## config.mk

```make
export PLATFORM = sky130hd
export DESIGN_NAME = sm3_hash_stream_top
export DESIGN_NICKNAME = d
export VERILOG_FILES = /design/src/hdl/sm3_pkg.sv /design/src/hdl/sm3_hash_stream_top.sv /design/src/hdl/sm3_datapath.sv /design/src/hdl/sm3_ctrl.sv
export SDC_FILE = /design/constraint.sdc
export NUM_CORES = 2
export LEC_CHECK = 0
export ABC_AREA = 1
export BUFFER_PORTS_ARGS = -buffer_cell sky130_fd_sc_hd__buf_4
export CAP_MARGIN = 30
export CORE_MARGIN = 3
export CORE_UTILIZATION = 41
export CTS_CLUSTER_DIAMETER = 50
export CTS_CLUSTER_SIZE = 14
export DETAILED_ROUTE_END_ITERATION = 10
export GPL_TIMING_DRIVEN = 0
export SLEW_MARGIN = 20
export SYNTH_ARGS = -nofsm -noshare
export SYNTH_HDL_FRONTEND = slang
export SYNTH_SLANG_ARGS = --single-unit
```

## constraint.sdc

```tcl
create_clock -name clock -period 22.3 [get_ports clock]
set_clock_uncertainty 0.1 [all_clocks]
set_input_delay 1.115 -clock clock [delete_from_list [all_inputs] [get_ports clock]]
set_output_delay 1.115 -clock clock [all_outputs]
set_load 0.01 [all_outputs]
```

## src/hdl/sm3_pkg.sv

```systemverilog
package sm3_pkg;

   localparam int unsigned WordWidth  = 32;
   localparam int unsigned BlockWords = 16;
   localparam int unsigned Rounds     = 64;
   localparam int unsigned DigestWords = 8;

   localparam logic [31:0] TjLow  = 32'h79cc4519;
   localparam logic [31:0] TjHigh = 32'h7a879d8a;
   localparam logic [31:0] PadWord = 32'h80000000;
   localparam logic [7:0]  PadByte = 8'h80;

   localparam logic [255:0] SM3_IV = {
      32'h7380166f, 32'h4914b2b9, 32'h172442d7, 32'hda8a0600,
      32'ha96f30bc, 32'h163138aa, 32'he38dee4d, 32'hb0fb0e4e};

   typedef enum logic [2:0] {
      ST_IDLE,
      ST_ROUND,
      ST_PAD,
      ST_LEN_HI,
      ST_LEN_LO,
      ST_EMIT
   } state_type;

   // source for a word written into the block buffer
   typedef enum logic [1:0] {
      SRC_INPUT,
      SRC_ZERO,
      SRC_LEN_HI,
      SRC_LEN_LO
   } wsrc_type;

   typedef struct packed {
      logic     put;        // write one word into the block buffer
      wsrc_type src;
      logic     use_pad;    // merge pad into input word, or write the pad word for a zero word
      logic     add_len;    // accumulate length of accepted word
      logic     start;      // load working vars/window, begin rounds
      logic     round;      // run one round
      logic     finish;     // fold working vars into chaining value
      logic     reset_msg;  // restore IV, clear length and fill
   } cmd_type;

   typedef struct packed {
      logic       block_full;  // fill index at the last slot of the block
      logic [3:0] fill;
      logic       last_round;
   } stat_type;

   function automatic logic [31:0] rotl(input logic [31:0] x, input logic [4:0] n);
      logic [63:0] d;
      d = {x, x} << n;
      return d[63:32];
   endfunction

   function automatic logic [31:0] p0(input logic [31:0] x);
      return x ^ rotl(x, 5'd9) ^ rotl(x, 5'd17);
   endfunction

   function automatic logic [31:0] p1(input logic [31:0] x);
      return x ^ rotl(x, 5'd15) ^ rotl(x, 5'd23);
   endfunction

endpackage

```

## src/hdl/sm3_hash_stream_top.sv

```systemverilog
// SM3 streaming hash. Message words enter on req_ (big-endian, byte_count
// valid bytes, last_word ends the message); eight digest words leave on
// rsp_ in order, digest_done on the eighth. Words are taken only while idle.
// A full 16-word block is loaded and then run through the rounds of the
// single round unit, while words are not taken; padding writes pad and zero
// words and then the two length words, and may add a second block.
// A digest word is held while rsp_stall is high, and no new word is taken
// until the eighth digest word has gone out.
module sm3_hash_stream_top (
   input  logic        clock,
   input  logic        reset,
   input  logic        req_valid,
   output logic        req_stall,
   input  logic [31:0] req_data_word,
   input  logic [2:0]  req_byte_count,
   input  logic        req_last_word,
   output logic        rsp_valid,
   input  logic        rsp_stall,
   output logic [31:0] rsp_digest_word,
   output logic [2:0]  rsp_word_index,
   output logic        rsp_digest_done
);

   sm3_pkg::cmd_type  cmd;
   sm3_pkg::stat_type stat;
   logic [2:0]        idx;

   sm3_ctrl u_ctrl (
      .clock, .reset, .req_valid, .req_stall, .req_byte_count, .req_last_word,
      .rsp_valid, .rsp_stall, .emit_index(idx), .cmd, .stat);

   sm3_datapath u_dp (
      .clock, .reset, .cmd, .stat, .in_word(req_data_word),
      .in_count(req_byte_count), .in_last(req_last_word),
      .emit_index(idx), .digest_out(rsp_digest_word));

   assign rsp_word_index  = idx;
   assign rsp_digest_done = (idx == 3'd7);

   assert property (@(posedge clock) disable iff (reset) rsp_valid |-> req_stall)
      else $error("input taken during digest");
   assert property (@(posedge clock) disable iff (reset)
      (rsp_valid && rsp_stall) |=> (rsp_valid && $stable(rsp_word_index)
                                    && $stable(rsp_digest_word)))
      else $error("stalled digest word changed");
   assert property (@(posedge clock) disable iff (reset)
      (rsp_valid && !rsp_stall && rsp_digest_done) |=> !rsp_valid)
      else $error("extra digest word");

endmodule

```

## src/hdl/sm3_datapath.sv

```systemverilog
module sm3_datapath (
   input  logic                  clock,
   input  logic                  reset,
   input  sm3_pkg::cmd_type      cmd,
   output sm3_pkg::stat_type     stat,
   input  logic [31:0]           in_word,
   input  logic [2:0]            in_count,
   input  logic                  in_last,
   input  logic [2:0]            emit_index,
   output logic [31:0]           digest_out
);

   logic [31:0] blk_ff [16];
   logic [31:0] win_ff [16];
   logic [31:0] v_ff   [8];
   logic [31:0] v_nxt  [8];
   logic [255:0] cv_ff, cv_in;
   logic [63:0] bits_ff, bits_in;
   logic [3:0]  fill_ff, fill_in;
   logic [5:0]  rnd_ff, rnd_in;
   logic [2:0]  cnt;
   logic [31:0] mask, pad, wr_word, wj, wk, wnew, tj, a12, ss1, ss2, ff, gg, tt1, tt2, t;

   always_comb begin
      cnt = (in_count > 3'd4) ? 3'd4 : in_count;
      if (!in_last) cnt = 3'd4;
      case (cnt)
         3'd0: begin mask = 32'h0; pad = 32'h80000000; end
         3'd1: begin mask = 32'hff000000; pad = 32'h00800000; end
         3'd2: begin mask = 32'hffff0000; pad = 32'h00008000; end
         3'd3: begin mask = 32'hffffff00; pad = 32'h00000080; end
         default: begin mask = 32'hffffffff; pad = 32'h0; end
      endcase
      case (cmd.src)
         sm3_pkg::SRC_INPUT:  wr_word = cmd.use_pad ? ((in_word & mask) | pad) : in_word;
         sm3_pkg::SRC_LEN_HI: wr_word = bits_ff[63:32];
         sm3_pkg::SRC_LEN_LO: wr_word = bits_ff[31:0];
         default:             wr_word = 32'h0;
      endcase
      if (cmd.src == sm3_pkg::SRC_ZERO && cmd.use_pad) wr_word = sm3_pkg::PadWord;
   end

   // round datapath: window holds W[j..j+15] with W[j] at index 0
   always_comb begin
      wj  = win_ff[0];
      wk  = win_ff[4];
      t   = win_ff[0] ^ win_ff[7] ^ sm3_pkg::rotl(win_ff[13], 5'd15);
      wnew = sm3_pkg::p1(t) ^ sm3_pkg::rotl(win_ff[3], 5'd7) ^ win_ff[10];
      tj  = (rnd_ff < 6'd16) ? sm3_pkg::TjLow : sm3_pkg::TjHigh;
      a12 = sm3_pkg::rotl(v_ff[0], 5'd12);
      ss1 = sm3_pkg::rotl(a12 + v_ff[4] + sm3_pkg::rotl(tj, rnd_ff[4:0]), 5'd7);
      ss2 = ss1 ^ a12;
      if (rnd_ff < 6'd16) begin
         ff = v_ff[0] ^ v_ff[1] ^ v_ff[2];
         gg = v_ff[4] ^ v_ff[5] ^ v_ff[6];
      end else begin
         ff = (v_ff[0] & v_ff[1]) | (v_ff[0] & v_ff[2]) | (v_ff[1] & v_ff[2]);
         gg = (v_ff[4] & v_ff[5]) | (~v_ff[4] & v_ff[6]);
      end
      tt1 = ff + v_ff[3] + ss2 + (wj ^ wk);
      tt2 = gg + v_ff[7] + ss1 + wj;
   end

   // working vars after this round; the last round folds these into the chain
   always_comb begin
      v_nxt[0] = tt1;
      v_nxt[1] = v_ff[0];
      v_nxt[2] = sm3_pkg::rotl(v_ff[1], 5'd9);
      v_nxt[3] = v_ff[2];
      v_nxt[4] = sm3_pkg::p0(tt2);
      v_nxt[5] = v_ff[4];
      v_nxt[6] = sm3_pkg::rotl(v_ff[5], 5'd19);
      v_nxt[7] = v_ff[6];
   end

   always_comb begin
      bits_in = bits_ff;
      fill_in = fill_ff;
      cv_in   = cv_ff;
      rnd_in  = rnd_ff;
      if (cmd.add_len) bits_in = bits_ff + {58'd0, cnt, 3'd0};
      if (cmd.put) fill_in = fill_ff + 4'd1;
      if (cmd.start) rnd_in = 6'd0;
      else if (cmd.round) rnd_in = rnd_ff + 6'd1;
      if (cmd.finish)
         for (int i = 0; i < 8; i++) cv_in[255-32*i -: 32] = cv_ff[255-32*i -: 32] ^ v_nxt[i];
      if (cmd.reset_msg) begin
         cv_in = sm3_pkg::SM3_IV;
         bits_in = 64'd0;
         fill_in = 4'd0;
      end
   end

   always_ff @(posedge clock) begin
      if (reset) begin
         cv_ff   <= sm3_pkg::SM3_IV;
         bits_ff <= 64'd0;
         fill_ff <= 4'd0;
         rnd_ff  <= 6'd0;
      end else begin
         cv_ff   <= cv_in;
         bits_ff <= bits_in;
         fill_ff <= fill_in;
         rnd_ff  <= rnd_in;
      end
   end

   always_ff @(posedge clock) begin
      if (cmd.put) blk_ff[fill_ff] <= wr_word;
      if (cmd.start) begin
         for (int i = 0; i < 16; i++) win_ff[i] <= blk_ff[i];
         for (int i = 0; i < 8; i++) v_ff[i] <= cv_ff[255-32*i -: 32];
      end else if (cmd.round) begin
         for (int i = 0; i < 15; i++) win_ff[i] <= win_ff[i+1];
         win_ff[15] <= wnew;
         for (int i = 0; i < 8; i++) v_ff[i] <= v_nxt[i];
      end
   end

   assign stat.block_full = (fill_ff == 4'd15);
   assign stat.fill       = fill_ff;
   assign stat.last_round = (rnd_ff == 6'd63);
   assign digest_out      = cv_ff[255 - 32*emit_index -: 32];

endmodule

```

## src/hdl/sm3_ctrl.sv

```systemverilog
module sm3_ctrl (
   input  logic                  clock,
   input  logic                  reset,
   input  logic                  req_valid,
   output logic                  req_stall,
   input  logic [2:0]            req_byte_count,
   input  logic                  req_last_word,
   output logic                  rsp_valid,
   input  logic                  rsp_stall,
   output logic [2:0]            emit_index,
   output sm3_pkg::cmd_type      cmd,
   input  sm3_pkg::stat_type     stat
);

   sm3_pkg::state_type state_ff, state_in, ret_ff, ret_in;
   logic [2:0] idx_ff, idx_in;
   logic       padded_ff, padded_in; // pad word already placed
   logic       acc;
   logic       start_ff;             // load cycle of the round state

   always_ff @(posedge clock) begin
      if (reset) begin
         state_ff  <= sm3_pkg::ST_IDLE;
         ret_ff    <= sm3_pkg::ST_IDLE;
         idx_ff    <= 3'd0;
         padded_ff <= 1'b0;
      end else begin
         state_ff  <= state_in;
         ret_ff    <= ret_in;
         idx_ff    <= idx_in;
         padded_ff <= padded_in;
      end
   end

   always_comb begin
      state_in  = state_ff;
      ret_in    = ret_ff;
      idx_in    = idx_ff;
      padded_in = padded_ff;
      cmd       = '0;
      cmd.src   = sm3_pkg::SRC_ZERO;
      req_stall = 1'b1;
      rsp_valid = 1'b0;
      acc       = 1'b0;
      case (state_ff)
         sm3_pkg::ST_IDLE: begin
            req_stall = 1'b0;
            acc = req_valid;
            if (acc) begin
               cmd.put = 1'b1;
               cmd.src = sm3_pkg::SRC_INPUT;
               cmd.add_len = 1'b1;
               cmd.use_pad = req_last_word;
               padded_in = !(req_last_word && req_byte_count >= 3'd4);
               ret_in = req_last_word ? sm3_pkg::ST_PAD : sm3_pkg::ST_IDLE;
               if (stat.block_full) begin
                  state_in = sm3_pkg::ST_ROUND;
               end else if (req_last_word) begin
                  // pad merged into slot 13: the length fills the block
                  if (req_byte_count < 3'd4 && stat.fill == 4'd13)
                     state_in = sm3_pkg::ST_LEN_HI;
                  else
                     state_in = sm3_pkg::ST_PAD;
               end
            end
         end
         sm3_pkg::ST_ROUND: begin
            // first cycle loads (start), then 64 rounds
            cmd.round = 1'b1;
            if (stat.last_round) begin
               state_in = ret_ff;
            end
         end
         sm3_pkg::ST_PAD: begin
            cmd.put = 1'b1;
            cmd.src = sm3_pkg::SRC_ZERO;
            cmd.use_pad = !padded_ff;
            padded_in = 1'b1;
            if (stat.fill == 4'd13) state_in = sm3_pkg::ST_LEN_HI;
            else if (stat.block_full) begin
               state_in = sm3_pkg::ST_ROUND;
               ret_in = sm3_pkg::ST_PAD;
            end
         end
         sm3_pkg::ST_LEN_HI: begin
            cmd.put = 1'b1;
            cmd.src = sm3_pkg::SRC_LEN_HI;
            state_in = sm3_pkg::ST_LEN_LO;
         end
         sm3_pkg::ST_LEN_LO: begin
            cmd.put = 1'b1;
            cmd.src = sm3_pkg::SRC_LEN_LO;
            state_in = sm3_pkg::ST_ROUND;
            ret_in = sm3_pkg::ST_EMIT;
            idx_in = 3'd0;
         end
         sm3_pkg::ST_EMIT: begin
            rsp_valid = 1'b1;
            if (!rsp_stall) begin
               idx_in = idx_ff + 3'd1;
               if (idx_ff == 3'd7) begin
                  cmd.reset_msg = 1'b1;
                  state_in = sm3_pkg::ST_IDLE;
                  ret_in = sm3_pkg::ST_IDLE;
               end
            end
         end
         default: state_in = sm3_pkg::ST_IDLE;
      endcase
      if (state_in == sm3_pkg::ST_ROUND && state_ff != sm3_pkg::ST_ROUND) begin
         cmd.round = 1'b0;
      end
      if (state_ff == sm3_pkg::ST_ROUND && stat.last_round) cmd.finish = 1'b1;
      // load working vars once the last block write has landed
      if (start_ff) begin
         cmd.start  = 1'b1;
         cmd.round  = 1'b0;
         cmd.finish = 1'b0;
      end
   end

   // start must see the completed buffer, so it is registered and comes in the cycle after the last write
   always_ff @(posedge clock) begin
      if (reset) start_ff <= 1'b0;
      else start_ff <= (state_in == sm3_pkg::ST_ROUND) && (state_ff != sm3_pkg::ST_ROUND);
   end
   assign emit_index = idx_ff;

endmodule
```

---- After elaboration in Yosys (flattened, before gate mapping) ----
Memories as Yosys holds them, arrays and structs flattened.
Cells that the tools add are included.
cells by class
  magnitude comparators ................... 4
  shift operators ......................... 2
  bitwise operators ....................... 57
  multiplexer cells ....................... 75
  divide/modulo/power cells ............... 0
  reductions and logical operators ........ 18
  equal/unequal tests ..................... 22
  multipliers ............................. 0
  add/sub/neg operators ................... 13
operator list
  cell                                                  count
  two-way mux 32 bit                                    28
  bitwise XOR 32 bit                                    22
  indexed part select 287 x 33 -> 32 bit                1
  adder 32 bit                                          8
  case mux 32 bit (4 select lines)                      2
  bitwise AND 32 bit                                    6
  OR 32 bit                                             4
  case mux 32 bit (3 select lines)                      1
  adder 64 x 6 -> 64 bit                                1
  << shifter 64 x 5 -> 64 bit                           1
  two-way mux 3 bit                                     17
  inverter 32 bit                                       1
  two-way mux 26 bit                                    1
  OR 1 bit                                              24
  case mux 3 bit (4 select lines)                       2
  two-way mux 1 bit                                     18
  case mux 3 bit (6 select lines)                       1
  equality test 3 x 2 -> 1 bit (second input constant)  4
  != test 2 bit (second input constant)                 5
  equality test 3 x 1 -> 1 bit (second input constant)  3
  equality test 3 bit (second input constant)           3
  subtractor 8 x 8 -> 9 bit (first input constant)      1
  equality test 4 bit (second input constant)           2
  adder 6 x 1 -> 6 bit (second input constant)          1
  23 further kinds                                      34
storage, ports and cells
  memories kept ........................... 3
  input port bits ......................... 40
  bits in writable memories ............... 1280
  bits in latches ......................... 0
  register bits ........................... 341
  ROM bits ................................ 0
memories
  memory       depth  bits a word  read ports  clocked after memory_dff  wr ports  line                source
  u_dp.blk_ff  16     32           16          0                         1         sm3_datapath.sv:13  logic [31:0] blk_ff [16];
  u_dp.win_ff  16     32           16          0                         16        sm3_datapath.sv:14  logic [31:0] win_ff [16];
  u_dp.v_ff    8      32           8           0                         8         sm3_datapath.sv:15  logic [31:0] v_ff [8];

---- Logic depth before layout (Yosys ltp) ----
  depth after elaboration ................. 15
  gate-level depth with buffers ........... 50
  depth with buffers taken out ............ 48

---- By module ----
Synthesis repeated with hierarchy kept, for this count alone.
unflattened totals
  cells, all modules ...................... 8581
  area, all modules ....................... 80761.2 sq um
modules (own cells, without submodules)
  module               cells an instance  area each (sq um)  instances
  sm3_datapath         8451               79994.2            1
  sm3_ctrl             127                753.2              1
  sm3_hash_stream_top  3                  13.8               1

---- Worst setup path before layout ----
Ideal clock, no wire load.
  kind .................................... reg2reg
  from .................................... register u_ctrl.start_ff
  to ...................................... memory u_dp.v_ff[0][0] (enable)
  period minus slack after synthesis ...... 18928 ps
  data arrival time ....................... 13465 ps
  path buffers ............................ 3
  setup slack ............................. 3372 ps
  stages on the path, launching flop included .. 6
  setup time .............................. 5363 ps
  path through ............................ dfxtp_1 clkbuf_1 clkbuf_1 inv_1 clkbuf_1 nand2_1
RTL lines
  element                   line                source
  start: declaration        sm3_ctrl.sv:19      logic start_ff;
  start signal: assignment  sm3_ctrl.sv:125     else start_ff <= (state_in == sm3_pkg::ST_ROUND) && (state_ff != sm3_pkg::ST_ROUND);
  end: declaration          sm3_datapath.sv:15

==> run_results.csv <==
group,metric,value,unit
run_status,outcome,"finished, final reports clean",
clock_network,cts_resized,0,
clock_network,tritoncts,"done",
clock_network,root_buffer,"clkbuf_16",
critical_path,crit_type,"reg2reg",
global_routing,grt_use_total,33.76,%
global_routing,grt_pass1_wl,478.1,mm
layout,drive_above_1_share,7.405,%
synthesis,yosys.cell_types.count,60,
detailed_routing,route.detailed.drc,0,
sta,max_freq,94.49,MHz
critical_path,critPathCapture,"u_dp.v_ff[0][157]",
place,dp_hpwl,277.9,mm
sta,slew_headroom,15.62,%
synthesis,synth.net_count,8894,
synthesis,yosysTopAreaCellShare,47.60,%
synthesis,synthCells,8558,
clock_network,cts_hold_buffers,0,
detailed_routing,totalWireLength,347.9,mm
synthesis,synth_enable_flop_cells,1280,
floorplanning,initial_core_util,41.32,%
detailed_routing,viasPerCell,5.491,
synthesis,yosys.cell_count.top_type,"nand2_1",
global_routing,grt_max_degree,54,
sta,worst_pin_slew,1.266,ns
critical_path,crit_start,"u_dp.rnd_ff[4]",
synthesis,syn-cell-area,80740,sq um
sta,final.setup.tns,0,ns
detailed_routing,drt_iter0_markers,7455,
power_and_ir_drop,power_density,70.37,nW/um^2
floorplanning,die_w,449.8,um
floorplanning,core_area,195400,sq um
clock_network,clk_pin_slew,0.06,ns
synthesis,async_reset_ff_share,0,%
critical_path,crit_arrival,11.04,ns
clock_network,ctsLongestPathBuffers,3,
sta,slew_viol_final,0,
critical_path,r2r_slack,11.72,ns
critical_path,crit_path_max_fanout,10,
critical_path,reg2reg_depth,39,
synthesis,synth_common_cells,"nand2_1, edfxtp_1, inv_1, o21ai_0, nand3_1",
synthesis,avgSynthCellArea,9.435,sq um
power_and_ir_drop,power,6562,uW
global_routing,antenna_found_initial,20,
clock_network,clock-sinks,1617,
detailed_routing,routedWlPerCell,29.73,um
sta,period_share,47.46,%
layout,nNetsFinal,9273,
sta,fin_crit,10.58,ns
synthesis,ys_ff_latch,1617,
critical_path,crit_path_max_incr_delay,0.73,ns
sta,finalSetupViolCount,0,
global_routing,overflow,0,
power_and_ir_drop,vdd.ir_drop.worst,0.07227,mV
layout,fill_cells,18440,
clock_network,h-tree-depth,4,
hold_path,hold_class,"reg2reg",
run,cap_violations,0,
clock_network,worstSkewPairLatency,0.87,ns
synthesis,synth-seq-area-share,55.96,%
floorplanning,rows,162,
floorplanning,die_y,449.8,um
power_and_ir_drop,leakagePower,0.03682,uW
place,place_congestion,0.9916,
place,portBuffers,76,
clock_network,post_cts_buffers,0,
critical_path,r2r-start,"u_dp.rnd_ff[4]",
critical_path,critPathLaunchType,"flop",
critical_path,crit_top_cell,"nand2_1",
synthesis,yosysWarnings,0,
critical_path,endpoint_kind,"flop",
critical_path,slowest_stage,"xor2_1",
detailed_routing,vias,64265,
sta,rsz0062_at_grt,"false",
sta,hold_violations,0,
critical_path,required,22.76,ns
synthesis,synth-main-ff-cell,"edfxtp_1",
synthesis,synthTopCellsByArea,"edfxtp_1, nand2_1, dfxtp_1, fa_1, o21ai_0",
detailed_routing,postRouteAntennaNets,0,
clock_network,numCtsBuffers,183,
synthesis,yosys.area.top_type,"edfxtp_1",
critical_path,r2r_end,"u_dp.v_ff[0][157]",
global_routing,first_global_vias,60883,
floorplanning,die_area,202300,sq um
floorplanning,ios,78,
layout,area_growth,15.48,%
detailed_routing,dr.pass1.iters,8,
[state kept, by name, indices dropped and copies added (netlist names)]
| register | flops |
|---|---|
| u_ctrl.padded_ff | 1 |
| u_dp.fill_ff | 4 |
| u_ctrl.start_ff | 1 |
| u_dp.v_ff | 256 |
| u_ctrl.emit_index | 3 |
| u_dp.blk_ff | 512 |
| u_dp.bits_ff | 61 |
| u_dp.win_ff | 512 |
| u_ctrl.state_ff | 3 |
| u_dp.rnd_ff | 6 |
| u_dp.cv_ff | 256 |
| u_ctrl.ret_ff | 2 |
[cells by family (layout without fill, tap and decap cells)]
group	Yosys count	in the layout	synth area share (%)
muxes	30	30	0.3719
buffers and inverters	1229	1746	5.802
AOI/OAI and AO/OA	1266	1266	8.402
and+or+nand+nor	3725	3725	18.79
adders and majority gates	296	296	6.344
xor gates and xnor gates	395	395	4.328
DFF	1617	1617	55.96
other	0	4	0
[power breakdown]
group | leakage [uW] | switching (uW) | internal (uW)
logic | 0.0195 | 105 | 40.2
registers | 0.0143 | 5.16 | 3260
clock network | 0.00302 | 1360 | 1790
[per-layer routing]
metal	global-route usage [%]	routed length (um)	vias up
li1	-	-	29180
met1	42.83	136800	31557
met2	54.88	162800	2871
met3	5.841	25390	645
met4	18.58	22810	12
met5	0	59	-
[worst max-delay path: cells and delay by family (launching register included)]
kind	cells	cell delay [ns]
XOR/XNOR	1	0.73
AND/OR/NAND/NOR	19	2.69
flip-flops	1	0.31
buffers and inverters	5	1.19
AO/OA/AOI/OAI	7	2.23
adder cells (fa/ha/maj)	7	3.02
[layout make-up]
cell class                 instances  area, sq um  share of cell area (%)
sequential                      1617        45180                   48.46
multi-input combinational       5712        31460                   33.74
clock buffer                     219         4850                   5.201
inverter                         885         3322                   3.563
tap                             2624         3283                   3.521
timing repair buffer             194         2351                   2.521
buffer                           344         1394                   1.495
clock inverter                   104         1389                   1.489
antenna                            4        10.01                 0.01074
[layout by cell type, fill, tap and decap left out, types with 20 or more instances in the layout]
cell type,netlist,layout
nand3b_1,23,23
nor3_1,69,65
o21ai_0,702,697
xnor2_1,88,77
nand2_1,2792,2791
ha_1,107,107
buf_12,0,29
fa_1,189,189
o21bai_1,20,20
nand4_1,60,60
mux2i_1,30,30
buf_4,4,115
a31oi_1,43,43
xor2_1,304,304
buf_1,42,40
clkbuf_2,0,23
buf_6,0,21
a21oi_1,388,388
dfxtp_1,337,337
buf_2,45,52
buf_16,0,21
clkbuf_1,253,257
nor2_1,244,232
inv_1,874,874
edfxtp_1,1280,1280
a221oi_1,34,24
nand3_1,477,477
clkbuf_16,0,187
[stage by stage]
step	setup slack (ns)	cells	area, sq um	hold WS (ns)	utilization (%)
2_1_floorplan	3.372	8558	80740	0.3284	-
6_report	11.72	11703	93240	0.3612	47.72
4_1_cts	11.82	11693	93170	0.3514	47.68
3_3_place_gp	-10.65	11258	84600	0.3390	43.29
5_1_grt	11.28	11700	93230	0.3767	47.72
3_5_place_dp	11.84	11370	86930	0.3440	44.49
[worst min path at each step]
stage                                  from               end  slack, ns  depth (start not counted)
final                        u_dp.cv_ff[99]    u_dp.cv_ff[99]       0.36                          2
after global routing        u_dp.cv_ff[103]   u_dp.cv_ff[103]       0.38                          2
after CTS                 req_byte_count[2]  u_ctrl.padded_ff       0.35                          2
after detailed placement     u_dp.cv_ff[99]    u_dp.cv_ff[99]       0.34                          2
after global placement      u_dp.cv_ff[115]   u_dp.cv_ff[115]       0.34                          2
after floorplan             u_dp.cv_ff[103]   u_dp.cv_ff[103]       0.33                          2
Power figures use the tool's default switching activity.
